`src/design/ven_pkg.sv`:
```
// ----------------------------------------------------------------------------
// ven_pkg
// Shared types and constants for the vector euclidean norm block.
// ----------------------------------------------------------------------------
package ven_pkg;

  localparam int SAMPLE_WIDTH = 16;
  localparam int SUM_WIDTH    = 48;
  localparam int NORM_WIDTH   = 24;

  localparam int SQ_WIDTH       = 2 * SAMPLE_WIDTH;
  localparam int ACC_WIDTH      = ((SUM_WIDTH > SQ_WIDTH) ? SUM_WIDTH : SQ_WIDTH) + 1;
  localparam int ROOT_ITERS     = (SUM_WIDTH + 1) / 2;
  localparam int ROOT_PAD_WIDTH = 2 * ROOT_ITERS;
  localparam int REM_WIDTH      = ROOT_ITERS + 2;
  localparam int CNT_WIDTH      = $clog2(ROOT_ITERS + 1);
  localparam int ROOT_EXT_WIDTH = (ROOT_ITERS > NORM_WIDTH) ? ROOT_ITERS : NORM_WIDTH;

  typedef struct packed {
    logic signed [SAMPLE_WIDTH-1:0] element;
    logic                           last;
  } in_item_t;

  typedef struct packed {
    logic [NORM_WIDTH-1:0] norm;
    logic                  saturated;
  } out_item_t;

  typedef struct packed {
    logic square_en;
    logic accum_en;
    logic clear;
  } mac_ctl_t;

  typedef enum logic [2:0] {
    ST_IDLE,
    ST_SQUARE,
    ST_ACCUM,
    ST_ROOT_START,
    ST_ROOT_RUN
  } ven_state_t;

endpackage

```
`src/design/ven_mac.sv`:
```
// ----------------------------------------------------------------------------
// ven_mac
// Squares a sample magnitude and adds it to a saturating sum of squares.
// ----------------------------------------------------------------------------
module ven_mac
  import ven_pkg::*;
(
  input  logic                    clk,
  input  logic                    rst_n,
  input  mac_ctl_t                ctl,
  input  logic [SAMPLE_WIDTH-1:0] mag,
  output logic [SUM_WIDTH-1:0]    sum,
  output logic                    overflowed
);

  logic [SQ_WIDTH-1:0]  sq_r;
  logic [SUM_WIDTH-1:0] sum_r;
  logic                 ovf_r;
  logic [SQ_WIDTH-1:0]  product;
  logic [ACC_WIDTH-1:0] total;
  logic                 exceeds;

  assign product = SQ_WIDTH'(mag) * SQ_WIDTH'(mag);
  assign total   = ACC_WIDTH'(sum_r) + ACC_WIDTH'(sq_r);
  assign exceeds = |total[ACC_WIDTH-1:SUM_WIDTH];

  always_ff @(posedge clk) begin
    if (ctl.square_en) begin
      sq_r <= product;
    end
  end

  always_ff @(posedge clk) begin
    if (!rst_n || ctl.clear) begin
      sum_r <= '0;
      ovf_r <= 1'b0;
    end else if (ctl.accum_en) begin
      if (exceeds) begin
        sum_r <= '1;
        ovf_r <= 1'b1;
      end else begin
        sum_r <= total[SUM_WIDTH-1:0];
      end
    end
  end

  assign sum        = sum_r;
  assign overflowed = ovf_r;

endmodule

```
`src/design/ven_isqrt.sv`:
```
// ----------------------------------------------------------------------------
// ven_isqrt
// Floor integer square root, one result bit per cycle by the bit-pair method.
// ----------------------------------------------------------------------------
module ven_isqrt
  import ven_pkg::*;
(
  input  logic                  clk,
  input  logic                  rst_n,
  input  logic                  go,
  input  logic [SUM_WIDTH-1:0]  operand,
  output logic                  busy,
  output logic                  done,
  output logic [ROOT_ITERS-1:0] root
);

  logic [CNT_WIDTH-1:0]      cnt_r;
  logic                      done_r;
  logic [ROOT_PAD_WIDTH-1:0] op_r;
  logic [REM_WIDTH-1:0]      rem_r;
  logic [ROOT_ITERS-1:0]     root_r;
  logic [REM_WIDTH-1:0]      rem_shift;
  logic [REM_WIDTH-1:0]      trial;
  logic                      fits;

  assign rem_shift = {rem_r[REM_WIDTH-3:0], op_r[ROOT_PAD_WIDTH-1 -: 2]};
  assign trial     = {root_r, 2'b01};
  assign fits      = rem_shift >= trial;

  always_ff @(posedge clk) begin
    if (!rst_n) begin
      cnt_r  <= '0;
      done_r <= 1'b0;
    end else if (go) begin
      cnt_r  <= CNT_WIDTH'(ROOT_ITERS);
      done_r <= 1'b0;
    end else begin
      done_r <= (cnt_r == CNT_WIDTH'(1));
      if (cnt_r != '0) begin
        cnt_r <= cnt_r - CNT_WIDTH'(1);
      end
    end
  end

  always_ff @(posedge clk) begin
    if (go) begin
      op_r   <= ROOT_PAD_WIDTH'(operand);
      rem_r  <= '0;
      root_r <= '0;
    end else if (cnt_r != '0) begin
      op_r   <= op_r << 2;
      rem_r  <= fits ? (rem_shift - trial) : rem_shift;
      root_r <= {root_r[ROOT_ITERS-2:0], fits};
    end
  end

  assign busy = (cnt_r != '0);
  assign done = done_r;
  assign root = root_r;

  a_done_after_last_step: assert property (@(posedge clk) disable iff (!rst_n)
    done_r |-> cnt_r == '0)
    else $error("root done while iterations remain");

endmodule

```
`src/design/vector_euclidean_norm.sv`:
```
// ----------------------------------------------------------------------------
// vector_euclidean_norm
// Streaming euclidean norm: sum of squares of fixed-point samples, then floor
// square root on the last element of each vector.
// ----------------------------------------------------------------------------
// A transaction is taken when start is high and busy is low. A non-final
// element keeps busy high through the square and accumulate states; the
// magnitude is taken at the accepting edge. A final element also holds busy
// through the root start and root run states, while the root unit produces
// one bit per cycle.
// The result appears on out_item with out_valid high for exactly one cycle,
// the first cycle busy is low again; the receiver must take it then.
// ----------------------------------------------------------------------------
module vector_euclidean_norm
  import ven_pkg::*;
(
  input  logic      clk,
  input  logic      rst_n,
  input  logic      start,
  input  in_item_t  in_item,
  output logic      busy,
  output logic      out_valid,
  output out_item_t out_item
);

  ven_state_t state_r, state_nxt;

  logic [SAMPLE_WIDTH-1:0]   raw;
  logic [SAMPLE_WIDTH-1:0]   mag_r;
  logic                      last_r;
  logic                      sat_hold_r;
  logic                      out_valid_r;
  out_item_t                 out_item_r;
  mac_ctl_t                  mac_ctl;
  logic                      root_go;
  logic [SUM_WIDTH-1:0]      sum;
  logic                      overflowed;
  logic                      root_busy;
  logic                      root_done;
  logic [ROOT_ITERS-1:0]     root;
  logic [ROOT_EXT_WIDTH-1:0] root_ext;
  logic [NORM_WIDTH-1:0]     norm_clamped;
  logic                      accept;

  assign accept = start && (state_r == ST_IDLE);
  assign raw    = in_item.element;

  ven_mac u_mac (
    .clk        (clk),
    .rst_n      (rst_n),
    .ctl        (mac_ctl),
    .mag        (mag_r),
    .sum        (sum),
    .overflowed (overflowed)
  );

  ven_isqrt u_isqrt (
    .clk     (clk),
    .rst_n   (rst_n),
    .go      (root_go),
    .operand (sum),
    .busy    (root_busy),
    .done    (root_done),
    .root    (root)
  );

  assign root_ext     = ROOT_EXT_WIDTH'(root);
  assign norm_clamped = (root_ext > ROOT_EXT_WIDTH'({NORM_WIDTH{1'b1}}))
                        ? {NORM_WIDTH{1'b1}} : root_ext[NORM_WIDTH-1:0];

  always_comb begin
    state_nxt = state_r;
    case (state_r)
      ST_IDLE: begin
        if (start) state_nxt = ST_SQUARE;
      end
      ST_SQUARE:     state_nxt = ST_ACCUM;
      ST_ACCUM:      state_nxt = last_r ? ST_ROOT_START : ST_IDLE;
      ST_ROOT_START: state_nxt = ST_ROOT_RUN;
      ST_ROOT_RUN: begin
        if (root_done) state_nxt = ST_IDLE;
      end
      default:       state_nxt = ST_IDLE;
    endcase
  end

  always_comb begin
    mac_ctl = '0;
    root_go = 1'b0;
    case (state_r)
      ST_SQUARE:     mac_ctl.square_en = 1'b1;
      ST_ACCUM:      mac_ctl.accum_en  = 1'b1;
      ST_ROOT_START: begin
        root_go       = 1'b1;
        mac_ctl.clear = 1'b1;
      end
      default: begin
        mac_ctl = '0;
        root_go = 1'b0;
      end
    endcase
  end

  always_ff @(posedge clk) begin
    if (!rst_n) begin
      state_r     <= ST_IDLE;
      out_valid_r <= 1'b0;
    end else begin
      state_r     <= state_nxt;
      out_valid_r <= (state_r == ST_ROOT_RUN) && root_done;
    end
  end

  always_ff @(posedge clk) begin
    if (accept) begin
      mag_r  <= raw[SAMPLE_WIDTH-1] ? (~raw + SAMPLE_WIDTH'(1)) : raw;
      last_r <= in_item.last;
    end
    if (state_r == ST_ROOT_START) begin
      sat_hold_r <= overflowed;
    end
    if ((state_r == ST_ROOT_RUN) && root_done) begin
      out_item_r.norm      <= norm_clamped;
      out_item_r.saturated <= sat_hold_r;
    end
  end

  assign busy      = (state_r != ST_IDLE);
  assign out_valid = out_valid_r;
  assign out_item  = out_item_r;

  a_accept_starts_square: assert property (@(posedge clk) disable iff (!rst_n)
    accept |=> state_r == ST_SQUARE)
    else $error("accepted transaction did not start squaring");

  a_result_follows_root: assert property (@(posedge clk) disable iff (!rst_n)
    out_valid_r |-> $past(state_r == ST_ROOT_RUN) && $past(root_done))
    else $error("result strobe without finished root");

  a_root_idle_outside_run: assert property (@(posedge clk) disable iff (!rst_n)
    (state_r == ST_IDLE || state_r == ST_SQUARE || state_r == ST_ACCUM) |-> !root_busy)
    else $error("root unit busy outside root phase");

  a_strobe_single: assert property (@(posedge clk) disable iff (!rst_n)
    out_valid_r |=> !out_valid_r)
    else $error("result strobe longer than one cycle");

endmodule
```
`config.mk`:
```
export PLATFORM = sky130hd
export DESIGN_NAME = vector_euclidean_norm
export DESIGN_NICKNAME = d
export VERILOG_FILES = /design/src/design/ven_pkg.sv /design/src/design/ven_mac.sv /design/src/design/ven_isqrt.sv /design/src/design/vector_euclidean_norm.sv
export SDC_FILE = /design/constraint.sdc
export NUM_CORES = 1
export LEC_CHECK = 0
export BUFFER_PORTS_ARGS = -buffer_cell sky130_fd_sc_hd__clkbuf_2
export CORE_MARGIN = 1.5
export CORE_UTILIZATION = 35
export CTS_CLUSTER_SIZE = 20
export DETAILED_ROUTE_END_ITERATION = 8
export HOLD_SLACK_MARGIN = 0.03
export SYNTH_ARGS = -nofsm -noshare
export SYNTH_HDL_FRONTEND = slang
export SYNTH_SLANG_ARGS = --single-unit
```
`constraint.sdc`:
```
create_clock -name clk -period 6 [get_ports clk]
set_input_delay 0.6 -clock clk [delete_from_list [all_inputs] [get_ports clk]]
set_output_delay 0.6 -clock clk [all_outputs]
set_load 0.005 [all_outputs]
```
==> metrics.log, run 1 <==
INFO  metric setup-violations-final = 0
INFO  metric syn2layout_area_growth = 13.73%
INFO  metric hold_ep = last_r
INFO  metric ys_seq_elements = approximately 230
INFO  metric synth_cell_area = approximately 19000 um^2
INFO  metric final_common_cell = nand2_1
INFO  metric final.hold.worst_slack = around 270 ps
INFO  metric drt_wl_total = approximately 41000 um
INFO  metric final_design_area_no_fill = ~22000 um^2
INFO  metric timing.rr.end = u_mac.sq_r[25]
INFO  metric hpwlAfterDp = ~32000 um
INFO  metric number_of_antenna_violations_at_the_first_check_in_global_routing = 0
INFO  metric commonest_non_fill_non_tap_cells_in_the_layout = nand2_1, inv_1, fa_1
INFO  metric reg2reg_depth = 24
INFO  metric grt_setup_unrepaired = yes
INFO  metric grt_max_degree = 76
INFO  metric row_count = 85
INFO  metric run_status = finished clean
INFO  metric route.detailed.vias_per_inst = between 4 and 5
INFO  metric synthCells = between 2000 and 2500
INFO  metric worst-slew-pin-transition = between 1000 and 1500 ps
INFO  metric crit_fanout = 3
INFO  metric synth_sequential_area_ratio = between 30% and 40%
INFO  metric hold_viol = 0
INFO  metric synth_top_cells_by_area = edfxtp_1, fa_1, dfxtp_1
INFO  metric port_buffers = 46
INFO  metric setup_tns = 0 ps
INFO  metric kind_of_start_point_of_the_critical_path = flop
INFO  metric drcViolationCount = 0
INFO  metric clock.fmax = around 170 MHz
INFO  metric clock-root-buffer = clkbuf_16
INFO  metric max-clock-path-buffers = 3
INFO  metric asyncSetResetFlopFracSynth = 0%
INFO  metric gp_routability_congestion = between 0.8 and 0.9
INFO  metric vias = ~14000
INFO  metric top_level_ports = 47
INFO  metric detail_route.wl_per_cell = approximately 14 um
INFO  metric drt_first_pass_iters = 5
INFO  metric final_period_minus_worst_setup_slack = just under 6000 ps
INFO  metric yosys_warnings = 0
INFO  metric arrival = between 6000 and 7000 ps
INFO  metric slew-limit-headroom = around 27%
INFO  metric hold_path.class = in2reg
INFO  metric slew_viol_final = 0
INFO  metric vias_in_the_first_global_route = 14264
INFO  metric synthesis.area_per_instance = slightly above 9 um^2
INFO  metric post-route-period-util = 99.14%
INFO  metric htreeDepth = 1
INFO  metric endpoint_kind = flop
INFO  metric global_route.overflow_total = 0
INFO  metric hp-start = in_item[0]
INFO  metric rrSetupSlack = between 50 and 60 ps
INFO  metric timing_worst_setup_path_type = reg2reg
INFO  metric first_iter_violations = between 600 and 700
INFO  metric drt.antenna.violating_nets = 0
INFO  metric coreArea = around 54000 um^2
INFO  metric required = approximately 6300 ps
INFO  metric tritoncts = built
INFO  metric floorplan.initialDensity = between 30 and 40%
INFO  metric worst_setup_hold_path_clk_slew = 60 ps
INFO  metric yosysTopAreaCellShare = a little under a fifth
INFO  metric placement_cell_area = slightly above 20000 um^2
INFO  metric holdPathStages = 1
INFO  metric numCtsBuffers = 28
INFO  metric die_width = 236.8 um
INFO  metric area_leader_netlist = edfxtp_1
INFO  metric finalNetCount = 2518
INFO  metric finish.utilization = about two fifths
INFO  metric synth_cell_types = 74
INFO  metric clk-insertion-delay-late = approximately 570 ps
INFO  metric reg2reg_launch_point = mag_r[4]
INFO  metric die_area = 56080 um^2
INFO  metric post_route_cells_drive_above_1_share = roughly an eighth
INFO  metric synth_enable_flop_cells = around 120
INFO  metric max-cap-violations = 0
INFO  metric postCtsHoldBufs = 0
INFO  metric fin_skew = between 15 and 20 ps
INFO  metric yosys_most_used_dff = edfxtp_1
INFO  metric synth_nets = around 2500
INFO  metric grt_usage = 14.41%
INFO  metric n_antenna_cell = 0
INFO  metric die_h = 236.8 um
INFO  metric grt_pass1_wl = 68250 um
INFO  metric clkSinkCount = ~230
synthesized netlist by cell type, drive strengths merged (5+ instances only):
master and number:
a21boi 9, inv 300, clkbuf 95, nor3 20
xor2 38, o211ai 12, mux2i 11, a211o 5
nand2 331, dfxtp 107, o21ai 102, o31ai 8
and3 14, xnor2 69, nor4 7, a41oi 7
or3 8, edfxtp 122, a21oi 157, buf 14
a31oi 17, a21o 39, and2 57, nand2b 11
ha 164, nor2b 12, a211oi 14, nor2 74
fa 164, or2 6, and4 8, nand3 25
nand4 23, o21a 14
cell type report:
cell class | count | area [um^2]
flip-flops and latches | 229 | 5806
fillers | 5299 | 32160
clock inverters | 15 | 163.9
repair buffers | 140 | 977.2
clock buffers | 37 | 764.5
multi-input cells | 1471 | 12050
inverters | 300 | 1126
well taps | 696 | 870.8
worst max path at each step:
stage	from	to	slack (ps)	cells after the start
after detailed placement	mag_r[10]	u_mac.sq_r[31]	-250	23
after global routing	mag_r[9]	u_mac.sq_r[31]	-180	23
after floorplan	mag_r[14]	u_mac.sq_r[31]	1	21
final	mag_r[4]	u_mac.sq_r[25]	50	24
after CTS	mag_r[4]	u_mac.sq_r[31]	0.4	21
after global placement	mag_r[10]	u_mac.sq_r[31]	-190	23
state kept, by name (all words and copies together), names as in the netlist:
name,flops
u_mac.overflowed,1
u_isqrt.root,24
out_valid,1
u_mac.sum,48
u_isqrt.op_r,48
u_isqrt.cnt_r,5
sat_hold_r,1
u_isqrt.rem_r,24
state_r,3
u_mac.sq_r,31
mag_r,16
last_r,1
u_isqrt.done,1
out_item,25
routing by layer:
layer | share of wire [%] | GRT usage, %
met1 | 47 | 18.83
met2 | 48 | 25.44
met3 | 2.7 | 1.585
met4 | 2.1 | 3.458
met5 | 0 | 0
timing repair:
| item | in CTS | in global routing |
|---|---|---|
| endpoints found under the setup margin | 7 | 10 |
| pin swaps | 30 | 24 |
| setup buffers | 6 | 5 |
| resized for setup | 31 | 42 |
critical path, cell delays in order (launching register included):
cell      delay, ps
edfxtp_1        440
and2_4          190
fa_1            530
inv_1            50
fa_1            530
inv_1            50
fa_1            500
fa_1            430
fa_1            490
inv_1            50
fa_1            520
inv_1            60
ha_4            270
buf_4           110
nand4_1         130
a21oi_1         140
o211ai_1        110
buf_4           170
a31oi_4         230
o31ai_4          90
buf_4           160
a21oi_2         140
o21a_1          140
nor2_1           50
xnor2_1         120
metrics by stage:
stage	setup slack [ps]	cells
after floorplan	1.068	2109
after global placement	-190.5	2825
after detailed placement	-252.8	2825
after CTS	0.4063	2883
after global routing	-176.1	2888
final	51.71	2888
kinds of logic after synthesis:
family                   after synthesis  synth area share [%]
AO/OA/AOI/OAI                        414                 13.24
flip-flops                           229                 30.34
buffers and inverters                409                 8.187
multiplexers                          15                0.8108
XOR/XNOR                             107                 4.898
adder cells (fa/ha/maj)              328                 27.88
AND/OR/NAND/NOR                      607                 14.64
Power of run 1 is not shown: default switching activity piles up to over one toggle a cycle in this logic, so the estimate is an artifact.
==> run 2: changes to the inputs <==
--- a/config.mk
+++ b/config.mk
@@ -6,11 +6,14 @@
 export NUM_CORES = 1
 export LEC_CHECK = 0
 export BUFFER_PORTS_ARGS = -buffer_cell sky130_fd_sc_hd__clkbuf_2
+export CELL_PAD_IN_SITES_DETAIL_PLACEMENT = 2
+export CELL_PAD_IN_SITES_GLOBAL_PLACEMENT = 2
 export CORE_MARGIN = 1.5
 export CORE_UTILIZATION = 35
 export CTS_CLUSTER_SIZE = 20
 export DETAILED_ROUTE_END_ITERATION = 8
 export HOLD_SLACK_MARGIN = 0.03
+export PLACE_DENSITY_LB_ADDON = 0.1
 export SYNTH_ARGS = -nofsm -noshare
 export SYNTH_HDL_FRONTEND = slang
 export SYNTH_SLANG_ARGS = --single-unit
==> run 2 against run 1 <==
Compared with the run above: the flow now finishes with violations (negative setup slack); final area rose by 2.3%; register-to-register slack lost 160 ps; clock skew is 4.9 ps lower; critical path type unchanged; critical endpoint is now u_mac.sq_r[22]; largest cell class unchanged.
==> metrics.log, run 2 (synthesis gave the netlist of run 1 again) <==
INFO  metric run_status = finished, violations left
INFO  metric violations = negative setup slack
INFO  metric endpoint_kind = flop
INFO  metric htreeDepth = 1 (unchanged)
INFO  metric grt_pass1_wl = 91870 um (+35%)
INFO  metric finalNetCount = 2560 (+1.7%)
INFO  metric crit_chain = buf_4 > nand2_2 > fa_1 > fa_1 > inv_1 > fa_2 > fa_2 > fa_1 > inv_1 > fa_1 > inv_1 > ha_4 > a21o_1 > a31oi_2 > buf_4 > o22ai_2 > a211oi_2 > buf_4 > nor2b_2 > o21a_1 > o21a_1 > o21ai_2 > a21oi_2
INFO  metric hp-start = in_item[0]
INFO  metric postCtsHoldBufs = 0 (unchanged)
INFO  metric numCtsBuffers = 29 (+3.6%)
INFO  metric setup-violations-final = 5 (+5)
INFO  metric hpwlAfterDp = 43220 um (+36%)
INFO  metric rrSetupSlack = -110 ps (-160 ps)
INFO  metric max-clock-path-buffers = 3 (unchanged)
INFO  metric grt_usage = 20.37% (+6.0 points)
INFO  metric post-route-period-util = 101.9% (+2.7 points)
INFO  metric clkSinkCount = 229 (unchanged)
INFO  metric required = 6340 ps (+40 ps)
INFO  metric fin_ws = -113.3 ps (-165.0 ps)
INFO  metric grt_setup_unrepaired = yes
INFO  metric cpPeakStageDelay = 560 ps (+30 ps)
INFO  metric worst_setup_hold_path_clk_slew = 70 ps (about the same)
INFO  metric holdPathStages = 1 (unchanged)
INFO  metric critical-path-top-cell-by-count = fa_1
INFO  metric worst-slew-pin-transition = 984.3 ps (-114.1 ps)
INFO  metric timing.rr.end = u_mac.sq_r[22]
INFO  metric detail_route.wl_per_cell = 19.24 um (+37%)
INFO  metric die_area = 56080 um^2 (unchanged)
INFO  metric dp_cells = 2853 (+0.99%)
INFO  metric crit_fanout = 8 (+5)
INFO  metric number_of_antenna_violations_at_the_first_check_in_global_routing = 1 (+1)
INFO  metric drt_wl_total = 56380 um (+39%)
INFO  metric floorplan.initialDensity = 35.49% (unchanged)
INFO  metric slew_viol_final = 0 (unchanged)
INFO  metric top_level_ports = 47 (unchanged)
INFO  metric vias_in_the_first_global_route = 17012 (+19%)
INFO  metric n_antenna_cell = 0 (unchanged)
INFO  metric reg2reg_launch_point = mag_r[3]
INFO  metric coreArea = 53920 um^2 (unchanged)
INFO  metric post_route_cells_drive_above_1_share = 15.39% (+2.8 points)
INFO  metric grt_max_degree = 76 (unchanged)
INFO  metric timing_worst_setup_path_type = reg2reg
INFO  metric global_route.overflow_total = 0 (unchanged)
INFO  metric route.detailed.vias_per_inst = 5.110 (+3.6%)
INFO  metric reg2reg_depth = 23 (-4.2%)
INFO  metric crit_family = adder cells
INFO  metric hold_viol = 0 (unchanged)
INFO  metric cp_num_buf_inv = 6 (-1)
INFO  metric die_width = 236.8 um (unchanged)
INFO  metric clock.fmax = 163.6 MHz (-2.7%)
INFO  metric kind_of_start_point_of_the_critical_path = flop
INFO  metric drt_first_pass_iters = 4 (-1)
INFO  metric drcViolationCount = 0 (unchanged)
INFO  metric finish.utilization = 41.27% (+0.91 points)
INFO  metric syn2layout_area_growth = 16.31%
INFO  metric final_cells = 2931 (+1.5%)
INFO  metric slew-limit-headroom = 34.38% (+7.6 points)
INFO  metric clk-insertion-delay-late = 600 ps (+30 ps)
INFO  metric final_period_minus_worst_setup_slack = 6113 ps (+165.0 ps)
INFO  metric arrival = 6460 ps (+210 ps)
INFO  metric row_count = 85 (unchanged)
INFO  metric clock-root-buffer = clkbuf_16
INFO  metric gp_routability_congestion = 0.8022 (-7.3%)
INFO  metric hold_ep = last_r
INFO  metric commonest_non_fill_non_tap_cells_in_the_layout = nand2_1, inv_1, fa_1
INFO  metric final_common_cell = nand2_1
INFO  metric die_h = 236.8 um (unchanged)
INFO  metric first_iter_violations = 502 (-27%)
INFO  metric critPathSlowestCell = fa_1
INFO  metric drt.antenna.violating_nets = 0 (unchanged)
INFO  metric tritoncts = built
INFO  metric hold_path.class = in2reg
INFO  metric vias = 14976 (+5.1%)
INFO  metric fin_skew = 12.80 ps (-4.898 ps)
INFO  metric port_buffers = 46 (unchanged)
INFO  metric max-cap-violations = 0 (unchanged)
-- run 2: area by class of cell --
cell class,instances,area [um^2]
Inverter,300,1126
Multi-Input combinational cell,1471,12150
Fill cell,5870,31670
Clock inverter,10,105.1
Clock buffer,44,904.6
Sequential cell,229,5806
Tap cell,696,870.8
Timing Repair Buffer,181,1292
-- run 2: layer usage --
| layer | up-vias | GRT usage, % | routed length [um] |
|---|---|---|---|
| li1 | 7198 | - | - |
| met1 | 7571 | 25.54 | 25050 |
| met2 | 138 | 37.21 | 28690 |
| met3 | 69 | 1.889 | 1102 |
| met4 | 0 | 5.517 | 1537 |
| met5 | - | 0 | 0 |
-- run 2: worst max-delay path by stage --
stage              start        endpoint  slack [ps]  cells after the start
2_1_floorplan  mag_r[14]  u_mac.sq_r[31]           1                     21
3_3_place_gp    mag_r[9]  u_mac.sq_r[31]        -220                     23
3_5_place_dp    mag_r[9]  u_mac.sq_r[31]        -360                     23
4_1_cts         mag_r[9]  u_mac.sq_r[31]        -120                     23
5_1_grt         mag_r[3]  u_mac.sq_r[22]        -360                     23
6_report        mag_r[3]  u_mac.sq_r[22]        -110                     23
-- run 2: metrics by stage --
stage | setup WS (ps) | cell area [um^2] | hold WS [ps] | setup TNS (ps)
3_5_place_dp | -364.1 | 20690 | 410.5 | -2131
5_1_grt | -357.8 | 22260 | 163.6 | -2542
6_report | -113.3 | 22260 | 180.4 | -228.3
3_3_place_gp | -219.7 | 20690 | 406.0 | -651.3
4_1_cts | -115.9 | 22010 | 141.4 | -135.8
2_1_floorplan | 1.068 | 19200 | 400.3 | 0
-- run 2: repair_timing --
item	CTS	global route
gates resized for setup	49	50
buffers inserted	19	5
hold endpoints to repair	0	0
setup endpoints to repair	11	12
pin swaps	61	44
cloned	0	0
Power of run 2 is left out for the same reason.
==> run 3: changes to the inputs <==
--- a/config.mk
+++ b/config.mk
@@ -13,6 +13,7 @@
 export CTS_CLUSTER_SIZE = 20
 export DETAILED_ROUTE_END_ITERATION = 8
 export HOLD_SLACK_MARGIN = 0.03
+export MAX_ROUTING_LAYER = met4
 export PLACE_DENSITY_LB_ADDON = 0.1
 export SYNTH_ARGS = -nofsm -noshare
 export SYNTH_HDL_FRONTEND = slang
==> run 3 against run 2 <==
Compared with the run above: the flow still finishes with violations (negative setup slack); final cell count unchanged; routed wire length about the same; first-iteration DRC count increased by 6.6%; fmax decreased by 0.15%; core utilization unchanged; die area unchanged; global-route usage increased by 0.60 points; sequential cell count unchanged; critical endpoint unchanged; via count about the same; largest cell class unchanged; register-to-register slack about the same.
==> metrics.log, run 3 (synthesis gave the netlist of run 1 again) <==
INFO  metric run_status = finished, violations left
INFO  metric violations = negative setup slack
INFO  metric drt_wl_total = 56360 um (about the same)
INFO  metric post-route-period-util = 102.0% (+0.15 points)
INFO  metric timing_worst_setup_path_type = reg2reg
INFO  metric fill_cells = 5870 (unchanged)
INFO  metric arrival = 6470 ps (about the same)
INFO  metric clk-insertion-delay-late = 600 ps (about the same)
INFO  metric commonest_non_fill_non_tap_cells_in_the_layout = nand2_1, inv_1, fa_1
INFO  metric max-clock-path-buffers = 3 (unchanged)
INFO  metric kind_of_start_point_of_the_critical_path = flop
INFO  metric area.sequential = 5806 um^2 (unchanged)
INFO  metric grt_max_degree = 76 (unchanged)
INFO  metric drt.antenna.violating_nets = 0 (unchanged)
INFO  metric fin_ws = -122.5 ps (-9.168 ps)
INFO  metric reg2reg_depth = 23 (unchanged)
INFO  metric final_period_minus_worst_setup_slack = 6122 ps (+9.168 ps)
INFO  metric port_buffers = 46 (unchanged)
INFO  metric required = 6350 ps (about the same)
INFO  metric detail_route.wl_per_cell = 19.23 um (about the same)
INFO  metric die_h = 236.8 um (unchanged)
INFO  metric gp_routability_congestion = 0.8152 (+1.6%)
INFO  metric clock.fmax = 163.3 MHz (-0.15%)
INFO  metric hold_path.class = in2reg
INFO  metric final_common_cell = nand2_1
INFO  metric tritoncts = built
INFO  metric place_worst_setup_slack = -364.1 ps (unchanged)
INFO  metric hpwlAfterDp = 43220 um (unchanged)
INFO  metric clock-root-buffer = clkbuf_16
INFO  metric syn2layout_area_growth = 16.31% (unchanged)
INFO  metric multiInputGateArea = 12150 um^2 (unchanged)
INFO  metric setup-violations-final = 5 (unchanged)
INFO  metric max-cap-violations = 0 (unchanged)
INFO  metric vias_in_the_first_global_route = 17023 (+0.065%)
INFO  metric number_of_antenna_violations_at_the_first_check_in_global_routing = 1 (unchanged)
INFO  metric first_iter_violations = 535 (+6.6%)
INFO  metric vias = 14972 (-0.027%)
INFO  metric route.detailed.vias_per_inst = 5.108 (about the same)
INFO  metric htreeDepth = 1 (unchanged)
INFO  metric floorplan.initialDensity = 35.49% (unchanged)
INFO  metric crit_fanout = 8 (unchanged)
INFO  metric endpoint_kind = flop
INFO  metric clkSinkCount = 229 (unchanged)
INFO  metric die_width = 236.8 um (unchanged)
INFO  metric row_count = 85 (unchanged)
INFO  metric global_route.overflow_total = 0 (unchanged)
INFO  metric drcViolationCount = 0 (unchanged)
INFO  metric fin_skew = 12.31 ps (-0.4948 ps)
INFO  metric finalNetCount = 2560 (unchanged)
INFO  metric slew-limit-headroom = 33.31% (-1.1 points)
INFO  metric die_area = 56080 um^2 (unchanged)
INFO  metric grt_setup_unrepaired = yes
INFO  metric post_route_cells_drive_above_1_share = 15.39% (unchanged)
INFO  metric worst-slew-pin-transition = 1000 ps (+16.03 ps)
INFO  metric postCtsHoldBufs = 0 (unchanged)
INFO  metric coreArea = 53920 um^2 (unchanged)
INFO  metric numCtsBuffers = 29 (unchanged)
INFO  metric grt_pass1_wl = 91760 um (-0.11%)
INFO  metric top_level_ports = 47 (unchanged)
INFO  metric drt_first_pass_iters = 6 (+2)
INFO  metric slew_viol_final = 0 (unchanged)
INFO  metric hold_viol = 0 (unchanged)
INFO  metric holdPathStages = 1 (unchanged)
INFO  metric rrSetupSlack = -120 ps (about the same)
INFO  metric n_antenna_cell = 0 (unchanged)
INFO  metric worst_setup_hold_path_clk_slew = 70 ps (about the same)
INFO  metric grt_usage = 20.97% (+0.60 points)
## run 3: cell counts in the layout (fill, tap and decap cells not counted)
No cell type changed its count.
## run 3: metrics by stage
step,std cells,utilization (%),hold WS (ps),cell area [um^2],TNS [ps]
CTS,2926,40.82,141.4,22010,-135.8
floorplan,2109,-,400.3,19200,0
global route,2931,41.27,164.8,22260,-2543
detailed placement,2853,38.38,410.5,20690,-2131
global placement,2853,38.38,406.0,20690,-651.3
finish,2931,41.27,181.2,22260,-242.4
## run 3: critical path, stage by stage (launching register included)
cell	delay [ps]
edfxtp_1	440
buf_4	210
nand2_2	100
fa_1	520
fa_1	560
inv_1	60
fa_2	560
fa_2	460
fa_1	500
inv_1	60
fa_1	430
inv_1	130
ha_4	230
a21o_1	180
a31oi_2	200
buf_4	150
o22ai_2	70
a211oi_2	190
buf_4	180
nor2b_2	40
o21a_1	190
o21a_1	190
o21ai_2	150
a21oi_2	80
## run 3: per-layer routing
layer	up-vias	wire length (um)	track usage [%]
li1	7199	-	-
met1	7561	24870	25.44
met2	141	28770	37.29
met3	71	1180	1.889
met4	0	1538	5.517
met5	-	0	-
## run 3: path summary, 6_finish.rpt
path,start,to
min reg2reg,sat_hold_r,out_item[0]
max reg2reg,mag_r[3],u_mac.sq_r[22]
max,mag_r[3],u_mac.sq_r[22]
min,in_item[0],last_r
## run 3: repair_timing
| action | 4_1_cts | 5_1_grt |
|---|---|---|
| gates resized for setup | 49 | 50 |
| buffers inserted | 19 | 5 |
| endpoints found under the setup margin | 11 | 12 |
| endpoints found under the hold margin | 0 | 0 |
| pin swaps | 61 | 44 |
## run 3: layout make-up
type / count / area share (%)
well taps: 696 / 3.913
inverters: 300 / 5.060
multi-input cells: 1471 / 54.60
flip-flops and latches: 229 / 26.09
clock inverters: 10 / 0.4723
clock buffers: 44 / 4.065
repair buffers: 181 / 5.808
Power of run 3 is left out for the same reason.
